### config.mk
export PLATFORM = sky130hd
export DESIGN_NAME = dual_channel_moving_average_top_flat
export DESIGN_NICKNAME = d
export VERILOG_FILES = /design/src/rtl/dcma_pkg.sv /design/src/rtl/dcma_if.sv /design/src/rtl/dcma_ring.sv /design/src/rtl/dcma_div.sv /design/src/rtl/dual_channel_moving_average_top.sv /design/src/flat_wrapper.sv
export SDC_FILE = /design/constraint.sdc
export NUM_CORES = 1
export LEC_CHECK = 0
export ABC_AREA = 1
export BUFFER_PORTS_ARGS = -buffer_cell sky130_fd_sc_hd__buf_4
export CAP_MARGIN = 5
export CORE_MARGIN = 8
export CORE_UTILIZATION = 39
export DETAILED_ROUTE_END_ITERATION = 12
export HOLD_SLACK_MARGIN = 0.03
export PLACE_DENSITY_LB_ADDON = 0.15
export SLEW_MARGIN = 5
export SYNTH_ARGS = -nofsm -noshare
export SYNTH_HDL_FRONTEND = slang
export SYNTH_HIERARCHICAL = 1
export SYNTH_SLANG_ARGS = --single-unit
### constraint.sdc
create_clock -name clk -period 5.3 [get_ports clk]
set_clock_uncertainty 0.05 [all_clocks]
set_input_delay 0.795 -clock clk [delete_from_list [all_inputs] [get_ports clk]]
set_output_delay 0.795 -clock clk [all_outputs]
set_load 0.03 [all_outputs]
### src/rtl/dcma_pkg.sv
// shared widths, command codes and defaults for the dual channel moving average
`default_nettype none

package dcma_pkg;

  localparam int P_W = 17;        // pressure sample and average width
  localparam int T_W = 11;        // temperature sample and average width
  localparam int FC_W = 5;        // fill count width on the result channel
  localparam int WINDOW_DEF = 20; // default window length

  localparam logic CMD_ADD = 1'b0;
  localparam logic CMD_CLEAR = 1'b1;

  typedef logic [P_W-1:0] pressure_t;
  typedef logic signed [T_W-1:0] temperature_t;
  typedef logic [FC_W-1:0] fill_t;

endpackage

`default_nettype wire

### src/rtl/dcma_if.sv
// valid/ready channel interfaces for sample items and average results
`default_nettype none

interface dcma_in_if import dcma_pkg::*; ();
  logic         valid;
  logic         ready;
  logic         cmd;
  pressure_t    pressure_sample;
  temperature_t temperature_sample;

  modport source(output valid, cmd, pressure_sample, temperature_sample, input ready);
  modport sink(input valid, cmd, pressure_sample, temperature_sample, output ready);
endinterface

interface dcma_out_if import dcma_pkg::*; ();
  logic         valid;
  logic         ready;
  pressure_t    pressure_average;
  temperature_t temperature_average;
  fill_t        fill_count;

  modport source(output valid, pressure_average, temperature_average, fill_count,
                 input ready);
  modport sink(input valid, pressure_average, temperature_average, fill_count,
               output ready);
endinterface

`default_nettype wire

### src/rtl/dcma_ring.sv
// ring store holding the last window of pressure and temperature samples
`default_nettype none

module dcma_ring import dcma_pkg::*; #(
  parameter int WINDOW = WINDOW_DEF,
  localparam int SLOT_W = (WINDOW > 1) ? $clog2(WINDOW) : 1
) (
  input  wire logic              clk,
  input  wire logic              wr_en,
  input  wire logic [SLOT_W-1:0] wr_slot,
  input  wire pressure_t         wr_p,
  input  wire temperature_t      wr_t,
  input  wire logic [SLOT_W-1:0] rd_slot,
  output      pressure_t         rd_p,
  output      temperature_t      rd_t
);

  pressure_t    p_mem [WINDOW];
  temperature_t t_mem [WINDOW];
  pressure_t    rd_p_r;
  temperature_t rd_t_r;

  always_ff @(posedge clk) begin
    if (wr_en) begin
      p_mem[wr_slot] <= wr_p;
      t_mem[wr_slot] <= wr_t;
    end
    rd_p_r <= p_mem[rd_slot];
    rd_t_r <= t_mem[rd_slot];
  end

  assign rd_p = rd_p_r;
  assign rd_t = rd_t_r;

endmodule

`default_nettype wire

### src/rtl/dcma_div.sv
// bit-serial restoring divider, one quotient bit per cycle
`default_nettype none

module dcma_div import dcma_pkg::*; #(
  parameter int DV_W = 22,
  parameter int CNT_W = 5
) (
  input  wire logic             clk,
  input  wire logic             rst_n,
  input  wire logic             start,
  input  wire logic [DV_W-1:0]  dividend,
  input  wire logic [CNT_W-1:0] divisor,
  output      logic             done,
  output      logic [DV_W-1:0]  quotient
);

  localparam int IT_W = $clog2(DV_W + 1);

  logic             busy_r, busy_nxt;
  logic             done_r, done_nxt;
  logic [IT_W-1:0]  iter_r, iter_nxt;
  logic [CNT_W-1:0] rem_r, rem_nxt;
  logic [CNT_W-1:0] dvs_r, dvs_nxt;
  logic [DV_W-1:0]  quo_r, quo_nxt;
  logic [CNT_W:0]   rem_sh;
  logic [CNT_W:0]   rem_sub;
  logic             ge;

  assign rem_sh  = {rem_r, quo_r[DV_W-1]};
  assign ge      = rem_sh >= {1'b0, dvs_r};
  assign rem_sub = rem_sh - {1'b0, dvs_r};

  always_comb begin
    busy_nxt = busy_r;
    done_nxt = 1'b0;
    iter_nxt = iter_r;
    rem_nxt  = rem_r;
    dvs_nxt  = dvs_r;
    quo_nxt  = quo_r;
    if (start) begin
      busy_nxt = 1'b1;
      iter_nxt = IT_W'(DV_W);
      rem_nxt  = '0;
      dvs_nxt  = divisor;
      quo_nxt  = dividend;
    end else if (busy_r) begin
      rem_nxt  = ge ? rem_sub[CNT_W-1:0] : rem_sh[CNT_W-1:0];
      quo_nxt  = {quo_r[DV_W-2:0], ge};
      iter_nxt = iter_r - IT_W'(1);
      if (iter_r == IT_W'(1)) begin
        busy_nxt = 1'b0;
        done_nxt = 1'b1;
      end
    end
  end

  always_ff @(posedge clk) begin
    if (!rst_n) begin
      busy_r <= 1'b0;
      done_r <= 1'b0;
      iter_r <= '0;
    end else begin
      busy_r <= busy_nxt;
      done_r <= done_nxt;
      iter_r <= iter_nxt;
    end
    rem_r <= rem_nxt;
    dvs_r <= dvs_nxt;
    quo_r <= quo_nxt;
  end

  assign done     = done_r;
  assign quotient = quo_r;

endmodule

`default_nettype wire

### src/rtl/dual_channel_moving_average_top.sv
// top level of the dual channel boxcar moving average
`default_nettype none

// Keeps the last WINDOW pressure/temperature pairs in a ring store with a running sum
// per channel and returns both window means (truncated toward zero) and the fill
// count for every transfer. For an add transfer both means come out of one bit-serial
// divider that produces one quotient bit per cycle, pressure first, then temperature.
// The input is not ready while an item is in work; a finished result waits in the
// output register while the next item is taken.
module dual_channel_moving_average_top import dcma_pkg::*; #(
  parameter int WINDOW = WINDOW_DEF
) (
  input wire logic clk,
  input wire logic rst_n,
  dcma_in_if.sink  in_ch,
  dcma_out_if.source out_ch
);

  localparam int SLOT_W = (WINDOW > 1) ? $clog2(WINDOW) : 1;
  localparam int CNT_W = $clog2(WINDOW + 1);
  localparam int PS_W = P_W + CNT_W;
  localparam int TS_W = T_W + CNT_W;
  localparam int DV_W = PS_W;
  localparam int EXT_W = (CNT_W > FC_W) ? CNT_W : FC_W;

  localparam logic [2:0] S_IDLE   = 3'd0;
  localparam logic [2:0] S_UPD    = 3'd1;
  localparam logic [2:0] S_PSTART = 3'd2;
  localparam logic [2:0] S_PWAIT  = 3'd3;
  localparam logic [2:0] S_TSTART = 3'd4;
  localparam logic [2:0] S_TWAIT  = 3'd5;
  localparam logic [2:0] S_OUT    = 3'd6;

  logic [2:0]               state_r, state_nxt;
  logic [SLOT_W-1:0]        slot_r, slot_nxt;
  logic [CNT_W-1:0]         count_r, count_nxt;
  logic [PS_W-1:0]          psum_r, psum_nxt;
  logic signed [TS_W-1:0]   tsum_r, tsum_nxt;
  pressure_t                p_r, p_nxt;
  temperature_t             t_r, t_nxt;
  pressure_t                pavg_r, pavg_nxt;
  temperature_t             tavg_r, tavg_nxt;
  logic                     out_valid_r, out_valid_nxt;
  pressure_t                out_p_r, out_p_nxt;
  temperature_t             out_t_r, out_t_nxt;
  fill_t                    out_fc_r, out_fc_nxt;

  logic                     accept;
  logic                     full;
  logic                     ring_wr;
  pressure_t                rd_p;
  temperature_t             rd_t;
  logic                     div_start;
  logic [DV_W-1:0]          div_dvd;
  logic                     div_done;
  logic [DV_W-1:0]          div_quo;
  logic [TS_W-1:0]          tmag;
  logic [T_W-1:0]           tq;
  logic [EXT_W-1:0]         cnt_ext;

  assign accept  = in_ch.valid && in_ch.ready;
  assign full    = count_r == CNT_W'(WINDOW);
  assign ring_wr = state_r == S_UPD;
  assign tmag    = tsum_r[TS_W-1] ? TS_W'(-tsum_r) : TS_W'(tsum_r);
  assign tq      = div_quo[T_W-1:0];
  assign cnt_ext = EXT_W'(count_r);

  assign div_start = (state_r == S_PSTART) || (state_r == S_TSTART);
  assign div_dvd   = (state_r == S_PSTART) ? psum_r : DV_W'(tmag);

  dcma_ring #(.WINDOW(WINDOW)) u_ring (
    .clk     (clk),
    .wr_en   (ring_wr),
    .wr_slot (slot_r),
    .wr_p    (p_r),
    .wr_t    (t_r),
    .rd_slot (slot_r),
    .rd_p    (rd_p),
    .rd_t    (rd_t)
  );

  dcma_div #(.DV_W(DV_W), .CNT_W(CNT_W)) u_div (
    .clk      (clk),
    .rst_n    (rst_n),
    .start    (div_start),
    .dividend (div_dvd),
    .divisor  (count_r),
    .done     (div_done),
    .quotient (div_quo)
  );

  always_comb begin
    state_nxt     = state_r;
    slot_nxt      = slot_r;
    count_nxt     = count_r;
    psum_nxt      = psum_r;
    tsum_nxt      = tsum_r;
    p_nxt         = p_r;
    t_nxt         = t_r;
    pavg_nxt      = pavg_r;
    tavg_nxt      = tavg_r;
    out_valid_nxt = out_valid_r && !out_ch.ready;
    out_p_nxt     = out_p_r;
    out_t_nxt     = out_t_r;
    out_fc_nxt    = out_fc_r;
    case (state_r)
      S_IDLE: begin
        if (accept) begin
          if (in_ch.cmd == CMD_CLEAR) begin
            slot_nxt  = '0;
            count_nxt = '0;
            psum_nxt  = '0;
            tsum_nxt  = '0;
            pavg_nxt  = '0;
            tavg_nxt  = '0;
            state_nxt = S_OUT;
          end else begin
            p_nxt     = in_ch.pressure_sample;
            t_nxt     = in_ch.temperature_sample;
            state_nxt = S_UPD;
          end
        end
      end
      S_UPD: begin
        // ring read data is the entry about to be overwritten
        if (full) begin
          psum_nxt = psum_r + PS_W'(p_r) - PS_W'(rd_p);
          tsum_nxt = tsum_r + TS_W'(t_r) - TS_W'(rd_t);
        end else begin
          psum_nxt  = psum_r + PS_W'(p_r);
          tsum_nxt  = tsum_r + TS_W'(t_r);
          count_nxt = count_r + CNT_W'(1);
        end
        slot_nxt  = (slot_r == SLOT_W'(WINDOW - 1)) ? '0 : slot_r + SLOT_W'(1);
        state_nxt = S_PSTART;
      end
      S_PSTART: begin
        state_nxt = S_PWAIT;
      end
      S_PWAIT: begin
        if (div_done) begin
          pavg_nxt  = div_quo[P_W-1:0];
          state_nxt = S_TSTART;
        end
      end
      S_TSTART: begin
        state_nxt = S_TWAIT;
      end
      S_TWAIT: begin
        if (div_done) begin
          tavg_nxt  = tsum_r[TS_W-1] ? -tq : tq;
          state_nxt = S_OUT;
        end
      end
      S_OUT: begin
        if (!out_valid_r || out_ch.ready) begin
          out_valid_nxt = 1'b1;
          out_p_nxt     = pavg_r;
          out_t_nxt     = tavg_r;
          out_fc_nxt    = cnt_ext[FC_W-1:0];
          state_nxt     = S_IDLE;
        end
      end
      default: begin
        state_nxt = S_IDLE;
      end
    endcase
  end

  always_ff @(posedge clk) begin
    if (!rst_n) begin
      state_r     <= S_IDLE;
      slot_r      <= '0;
      count_r     <= '0;
      psum_r      <= '0;
      tsum_r      <= '0;
      out_valid_r <= 1'b0;
    end else begin
      state_r     <= state_nxt;
      slot_r      <= slot_nxt;
      count_r     <= count_nxt;
      psum_r      <= psum_nxt;
      tsum_r      <= tsum_nxt;
      out_valid_r <= out_valid_nxt;
    end
    p_r      <= p_nxt;
    t_r      <= t_nxt;
    pavg_r   <= pavg_nxt;
    tavg_r   <= tavg_nxt;
    out_p_r  <= out_p_nxt;
    out_t_r  <= out_t_nxt;
    out_fc_r <= out_fc_nxt;
  end

  assign in_ch.ready                = state_r == S_IDLE;
  assign out_ch.valid               = out_valid_r;
  assign out_ch.pressure_average    = out_p_r;
  assign out_ch.temperature_average = out_t_r;
  assign out_ch.fill_count          = out_fc_r;

endmodule

`default_nettype wire

### src/flat_wrapper.sv
// flat-port wrapper written by rule: the top's interface ports become plain ports
module dual_channel_moving_average_top_flat import dcma_pkg::*;
#(
  parameter int WINDOW = WINDOW_DEF
)
  (clk, rst_n, in_ch_valid, in_ch_cmd, in_ch_pressure_sample, in_ch_temperature_sample, in_ch_ready, out_ch_valid, out_ch_pressure_average, out_ch_temperature_average, out_ch_fill_count, out_ch_ready);
  dcma_in_if in_ch_i ();
  dcma_out_if out_ch_i ();
  input wire logic clk;
  input wire logic rst_n;
  input wire logic [$bits(in_ch_i.valid)-1:0] in_ch_valid;
  input wire logic [$bits(in_ch_i.cmd)-1:0] in_ch_cmd;
  input wire logic [$bits(in_ch_i.pressure_sample)-1:0] in_ch_pressure_sample;
  input wire logic [$bits(in_ch_i.temperature_sample)-1:0] in_ch_temperature_sample;
  output wire logic [$bits(in_ch_i.ready)-1:0] in_ch_ready;
  output wire logic [$bits(out_ch_i.valid)-1:0] out_ch_valid;
  output wire logic [$bits(out_ch_i.pressure_average)-1:0] out_ch_pressure_average;
  output wire logic [$bits(out_ch_i.temperature_average)-1:0] out_ch_temperature_average;
  output wire logic [$bits(out_ch_i.fill_count)-1:0] out_ch_fill_count;
  input wire logic [$bits(out_ch_i.ready)-1:0] out_ch_ready;
  assign in_ch_i.valid = in_ch_valid;
  assign in_ch_i.cmd = in_ch_cmd;
  assign in_ch_i.pressure_sample = in_ch_pressure_sample;
  assign in_ch_i.temperature_sample = in_ch_temperature_sample;
  assign in_ch_ready = in_ch_i.ready;
  assign out_ch_valid = out_ch_i.valid;
  assign out_ch_pressure_average = out_ch_i.pressure_average;
  assign out_ch_temperature_average = out_ch_i.temperature_average;
  assign out_ch_fill_count = out_ch_i.fill_count;
  assign out_ch_i.ready = out_ch_ready;
  dual_channel_moving_average_top #(.WINDOW(WINDOW)) u_core (.clk(clk), .rst_n(rst_n), .in_ch(in_ch_i), .out_ch(out_ch_i));
endmodule
# Yosys cells after proc, flatten, opt, wreduce, memory -nomap -nowiden
# Memory sizes are Yosys's and may differ from the RTL's. A register that Yosys moved wholly into a read port is not among the register bits.
# Cells that the tools add are included.
[classes]
n_reduce_logical = 20
n_eq_ne = 15
n_addsub = 10
muxes = 44
magnitude_cmp = 1
bitwise_logic = 3
[ops]
columns = ["op", "n"]
rows = [
  ["$mux W22", 6],
  ["$mux W16", 4],
  ["$mux W17", 3],
  ["$mux W11", 4],
  ["$pmux W22 S2", 1],
  ["$mux W5", 7],
  ["$pmux W17 S2", 1],
  ["$pmux W16 S2", 1],
  ["$add A22 B17 Y22", 1],
  ["$pmux W11 S2", 1],
  ["$sub A22 B17 Y22", 1],
  ["$pmux W3 S7", 1],
  ["$pmux W5 S2", 2],
  ["$add A16 B11 Y16", 1],
  ["$neg A16 Y16", 1],
  ["$reduce_and A4 Y1", 4],
  ["$sub A16 B11 Y16", 1],
  ["$mux W3", 5],
  ["$neg A11 Y11", 1],
  ["$add A5 B1 Y5 const B", 2],
  ["$eq A5 B5 Y1 const B", 2],
  ["$ne A2 B2 Y1 const B", 5],
  ["$eq A3 B3 Y1 const B", 3],
  ["$mux W1", 8],
  ["17 further kinds", 27],
]
[word_totals]
out_inout_bits = 35
ff_bits = 180
mem_bits_rw = 560
memories = 2
[memory_table]
columns = ["name", "depth", "word_bits", "read_ports", "rd_clocked_by_memory_dff", "wr", "line", "source"]
rows = [
  ["u_core.u_ring.p_mem", 20, 17, 1, 1, 1, "dcma_ring.sv:18", "pressure_t p_mem [WINDOW];"],
  ["u_core.u_ring.t_mem", 20, 11, 1, 1, 1, "dcma_ring.sv:19", "temperature_t t_mem [WINDOW];"],
]

# Longest topological paths before layout
[depth]
ltp_word = 4
mapped_depth = 25
mapped_depth_nobuf = 25

# Modules after synthesis
# The synthesis kept the hierarchy.
[modules_own_cells]
columns = ["module", "cells_per_inst", "n_inst", "area_each_um2"]
rows = [
  ["dcma_ring", 1889, 1, 22969.5],
  ["dual_channel_moving_average_top", 1246, 1, 9580.4],
  ["dcma_div", 209, 1, 1875.5],
]

# Least setup slack after synthesis
# Ideal clock, no wire load.
[synth_timing]
path_kind = "flip-flop to flip-flop"
from = "register u_core.p_r[0]"
to = "register u_core.psum_r[21]"
path_slack_ps = 1609
synth_period_minus_slack_ps = 3691
arrival_time_ps = 3510
stages_incl_launch_ff = 22
path_buffers = 0
setup_ps = 131
path_cell_list = "edfxtp_1 > ha_1 > inv_1 > fa_1 > o21bai_1 > nand2_1 > nand2_1 > nand3_1 > nand2_1 > xnor2_1 > inv_1 > ha_1 > a21oi_1 > o21ai_0 > a21oi_1 > nand2_1 > a21oi_1 > nand3_4 > nor2_1 > nand2_1 > nand3_1 > a21oi_2"
[synth_between]
elab_chain_len = 4
[synth_lines]
columns = ["element", "line", "source"]
rows = [
  ["from (decl)", "dual_channel_moving_average_top.sv:39", "pressure_t p_r, p_nxt;"],
  ["from (signal assigned)", "dual_channel_moving_average_top.sv:186", "p_r <= p_nxt;"],
  ["$add A22 B17 Y22 *", "dual_channel_moving_average_top.sv:127, dual_channel_moving_average_top.sv:130", ""],
  ["$sub A22 B17 Y22", "dual_channel_moving_average_top.sv:127", "psum_nxt = psum_r + PS_W'(p_r) - PS_W'(rd_p);"],
  ["$mux W22 *", "dual_channel_moving_average_top.sv:126", "if (full) begin"],
  ["$pmux W22 S2 *", "dual_channel_moving_average_top.sv:106", "case (state_r)"],
  ["to (signal assigned)", "dual_channel_moving_average_top.sv:182", "psum_r <= psum_nxt;"],
  ["to (decl)", "dual_channel_moving_average_top.sv:37", "logic [PS_W-1:0] psum_r, psum_nxt;"],
]
# Every way passes the cells marked *; elsewhere a longest branch is shown, timed or not.
# A chain may end at the register's enable or synchronous reset.

# Worst setup path after layout
# Ends and elaborated chain as after synthesis.

==> qor.txt <==
ANT nets after route - 0
max cap viols - 0
CP max stage delay - 0.41 ns
DR vias/cell - 5.19
DR iter-0 viols - 2173
Seq cells post-synth - 768
Worst-Skew Late Latency - 0.65 ns
reg2reg end - u_core/psum_r[21]
final number of setup-violating endpoints - 0
Crit-path slowest cell - fa_1
status - finished, final reports clean
actual slew at the worst max-slew pin - 1.00 ns
Core ar. - 88000 um^2
commonest non-fill, non-tap cell in the layout - nand2_1
met1 usage - 27.5%
input/output buffers - 67
pin count of the biggest net entering global routing - 177
CTS Buf Count - 85
FMAX - 236 MHz
YS warnings - 6
number of remaining DRC errors - 0
GRT Overall Usage - 19.3%
RSZ-0062 raised after global routing - false
vias in the first global route - 23400
worst r2r src - u_core/p_r[0]
Final Cycle Share - 80.1%
Cell Area, Synth - 34400 um^2
share of layout cells above drive strength 1 - 10.0%
Seq/Total Area, Yosys - 64.3%
Boundary Pins - 68
Critical Path Fanout Max - 21
Cell Rows - 109
leading area contributor after synthesis - edfxtp_1
worst hold path type - in -> reg
global-route wire length before repair - 146 mm
detailed-route via count - 24200
Hold Violations, Final - 0
synth-to-layout area growth - 13.7%
Worst VDD drop - 0.000350 V
Crit path required time - 5.77 ns
final WL - 96.6 mm
Post-CTS Resized - 0
Clock Tree Buf Depth - 3
nets - 3539
Inst Count DP - 4502
First-pass DRT Iterations - 5
Period minus WS final - 4.24 ns
Congestion Overflow GR - 0
gpl congestion - 0.917
CTS tree - built
Syn Area/Cell - 10.3 um^2
clock-pin slew on the worst setup and hold paths - 0.06 ns
DP Wirelength - 58.0 mm
Setup crit end kind - flop
CTS H-Tree Depth - 3
post-synth net total - 3459
Yosys top cell area share - 59.0%
GR met2 Demand/Resource - 30.5%
setup_tns - 0 ns
WP data arrival - 4.72 ns
CTS sink cnt - 768
Setup crit end - u_core/psum_r[21]
Die Y - 313 um
crit path launch type - flop
Worst Setup Path Type - reg -> reg
relative slew slack - 33.0%
initial antenna violation count - 3
flop2flop setup slack - 1.06 ns
ys async rst share - 0%
Initial Util - 39.1%
R2R depth - 22
leakage - 15.1 nW
Non-Filler Instances - 4658
die width - 313 um
most frequent cells in the layout - nand2_1, edfxtp_1, nand3_1
CTS root buf - clkbuf_16
diode count - 0
Synth cell types - 58
routed len/inst - 20.7 um
Die Area - 98000 um^2
synth top area cells - edfxtp_1, nand2_1, nand3_1, dfxtp_1, ha_1
Final Max Slew Viols - 0
# Post-CTS Setup Buffers - 0
sequence of cells on the critical path - buf_4 -> ha_1 -> inv_1 -> fa_1 -> o21bai_1 -> nand2_1 -> nand2_1 -> nand3_1 -> nand2_1 -> xnor2_1 -> inv_1 -> ha_1 -> a21oi_1 -> o21ai_0 -> a21oi_1 -> nand2_1 -> a21oi_1 -> nand3_4 -> nor2_1 -> nand2_1 -> nand3_1 -> a21oi_2
Cell Pwr Density - 531 nW/um^2
hold_buf cts - 0
Post-Syn Instances - 3344
routing usage on met3 - 2.99%
number of synthesized flops with an enable pin - 676
critical path launch point - u_core/p_r[0]
busiest grt layer - met2
Filler Cell Count - 8375
crit-path most repeated cell - nand2_1
Synth Flop Type - edfxtp_1
-- cell families after synthesis --
logic type | Yosys count | share of synthesized area, %
flops | 768 | 64.3
simple gates | 1754 | 21.7
fa+ha+maj | 82 | 3.09
compound gates | 338 | 5.50
xor+xnor | 41 | 1.04
buf+inv | 361 | 4.40
-- sequential cells by signal, indices dropped and copies added (netlist names), 11 cells and up --
register / flops
u_core/u_ring/p_mem: 340
u_core/u_ring/t_mem: 220
u_core/psum_r: 22
u_core/u_div/quotient: 22
u_core/out_ch.pressure_average: 17
u_core/p_r: 17
u_core/pavg_r: 17
u_core/u_ring/rd_p: 17
u_core/tsum_r: 16
u_core/out_ch.temperature_average: 11
u_core/t_r: 11
u_core/tavg_r: 11
u_core/u_ring/rd_t: 11
-- worst min-delay path by stage --
stage | slack (ns) | to | startpoint | cells after the start
final | 0.27 | u_core/p_r[14] | in_ch_pressure_sample[14] | 1
after global routing | 0.24 | u_core/p_r[13] | in_ch_pressure_sample[13] | 1
after CTS | 0.23 | u_core/p_r[7] | in_ch_pressure_sample[7] | 1
after detailed placement | 0.35 | u_core/out_ch.pressure_average[3] | u_core/pavg_r[3] | 0
after global placement | 0.35 | u_core/out_ch.temperature_average[0] | u_core/tavg_r[0] | 0
after floorplan | 0.35 | u_core/out_ch.pressure_average[0] | u_core/pavg_r[0] | 0
-- critical path: cells and delay by family, from the launching register on --
family | cells | cell delay (ns)
compound gates | 6 | 1.28
fa+ha+maj | 3 | 1.03
simple gates | 9 | 0.90
buf+inv | 3 | 0.38
flops | 1 | 0.32
xor+xnor | 1 | 0.15
-- per-stage QoR --
step	setup slack, ns	hold slack [ns]	power (mW)	area (um^2)	util, %
2_1_floorplan	1.61	0.350	13.1	34400	-
3_3_place_gp	1.18	0.353	15.0	36400	41.4
3_5_place_dp	1.13	0.355	15.0	36400	41.4
4_1_cts	1.11	0.229	20.9	39200	44.5
5_1_grt	0.709	0.244	22.2	39200	44.5
6_report	1.06	0.273	20.8	39200	44.5
-- report_power, final --
group / internal, mW / leakage, nW / switching, mW
combinational: 2.15 / 6.87 / 4.88
sequential: 7.47 / 6.89 / 0.470
clock: 3.42 / 1.34 / 2.42
-- synthesized netlist by cell type (2+ instances only) --
library cell and count:
a22oi_1 3, o2111ai_1 2, ha_1 77, a21o_1 4, xnor2_1 14, buf_2 52
buf_1 16, nor3b_2 2, nand2_4 2, a21oi_1 131, fa_1 5, nor2_4 5
or2_2 7, a211oi_1 4, a31oi_1 5, nand2_2 8, buf_6 2, inv_1 202
nor2_2 8, o22ai_1 32, a21oi_2 2, o21bai_1 6, o21ai_1 6, nand3b_1 3
buf_4 21, nand3_2 3, edfxtp_1 676, nor3_1 34, a21boi_0 5, o211ai_1 16
nor2_1 190, o221ai_1 2, xor2_1 27, dfxtp_1 92, nor3b_1 3, clkbuf_1 51
nand2_1 1031, nand4_1 17, nand3_4 2, inv_2 16, o21ai_0 110, o41ai_1 2
a31o_2 3, nand3_1 431
-- layout make-up --
cell class	count	area (um^2)	area share (%)
Sequential cell	768	22200	56.6
Multi-Input combinational cell	2215	10900	27.9
Clock buffer	116	2370	6.04
Tap cell	1165	1460	3.72
Timing Repair Buffer	135	1040	2.65
Inverter	219	832	2.13
Clock inverter	40	377	0.962
-- metal layers --
metal	part of all wire (%)	wire (um)
met5	0.010	10
met3	6.0	5770
met1	47	45100
met2	45	43600
met4	2.3	2180
No activity file was read; power rests on OpenSTA's default activity.
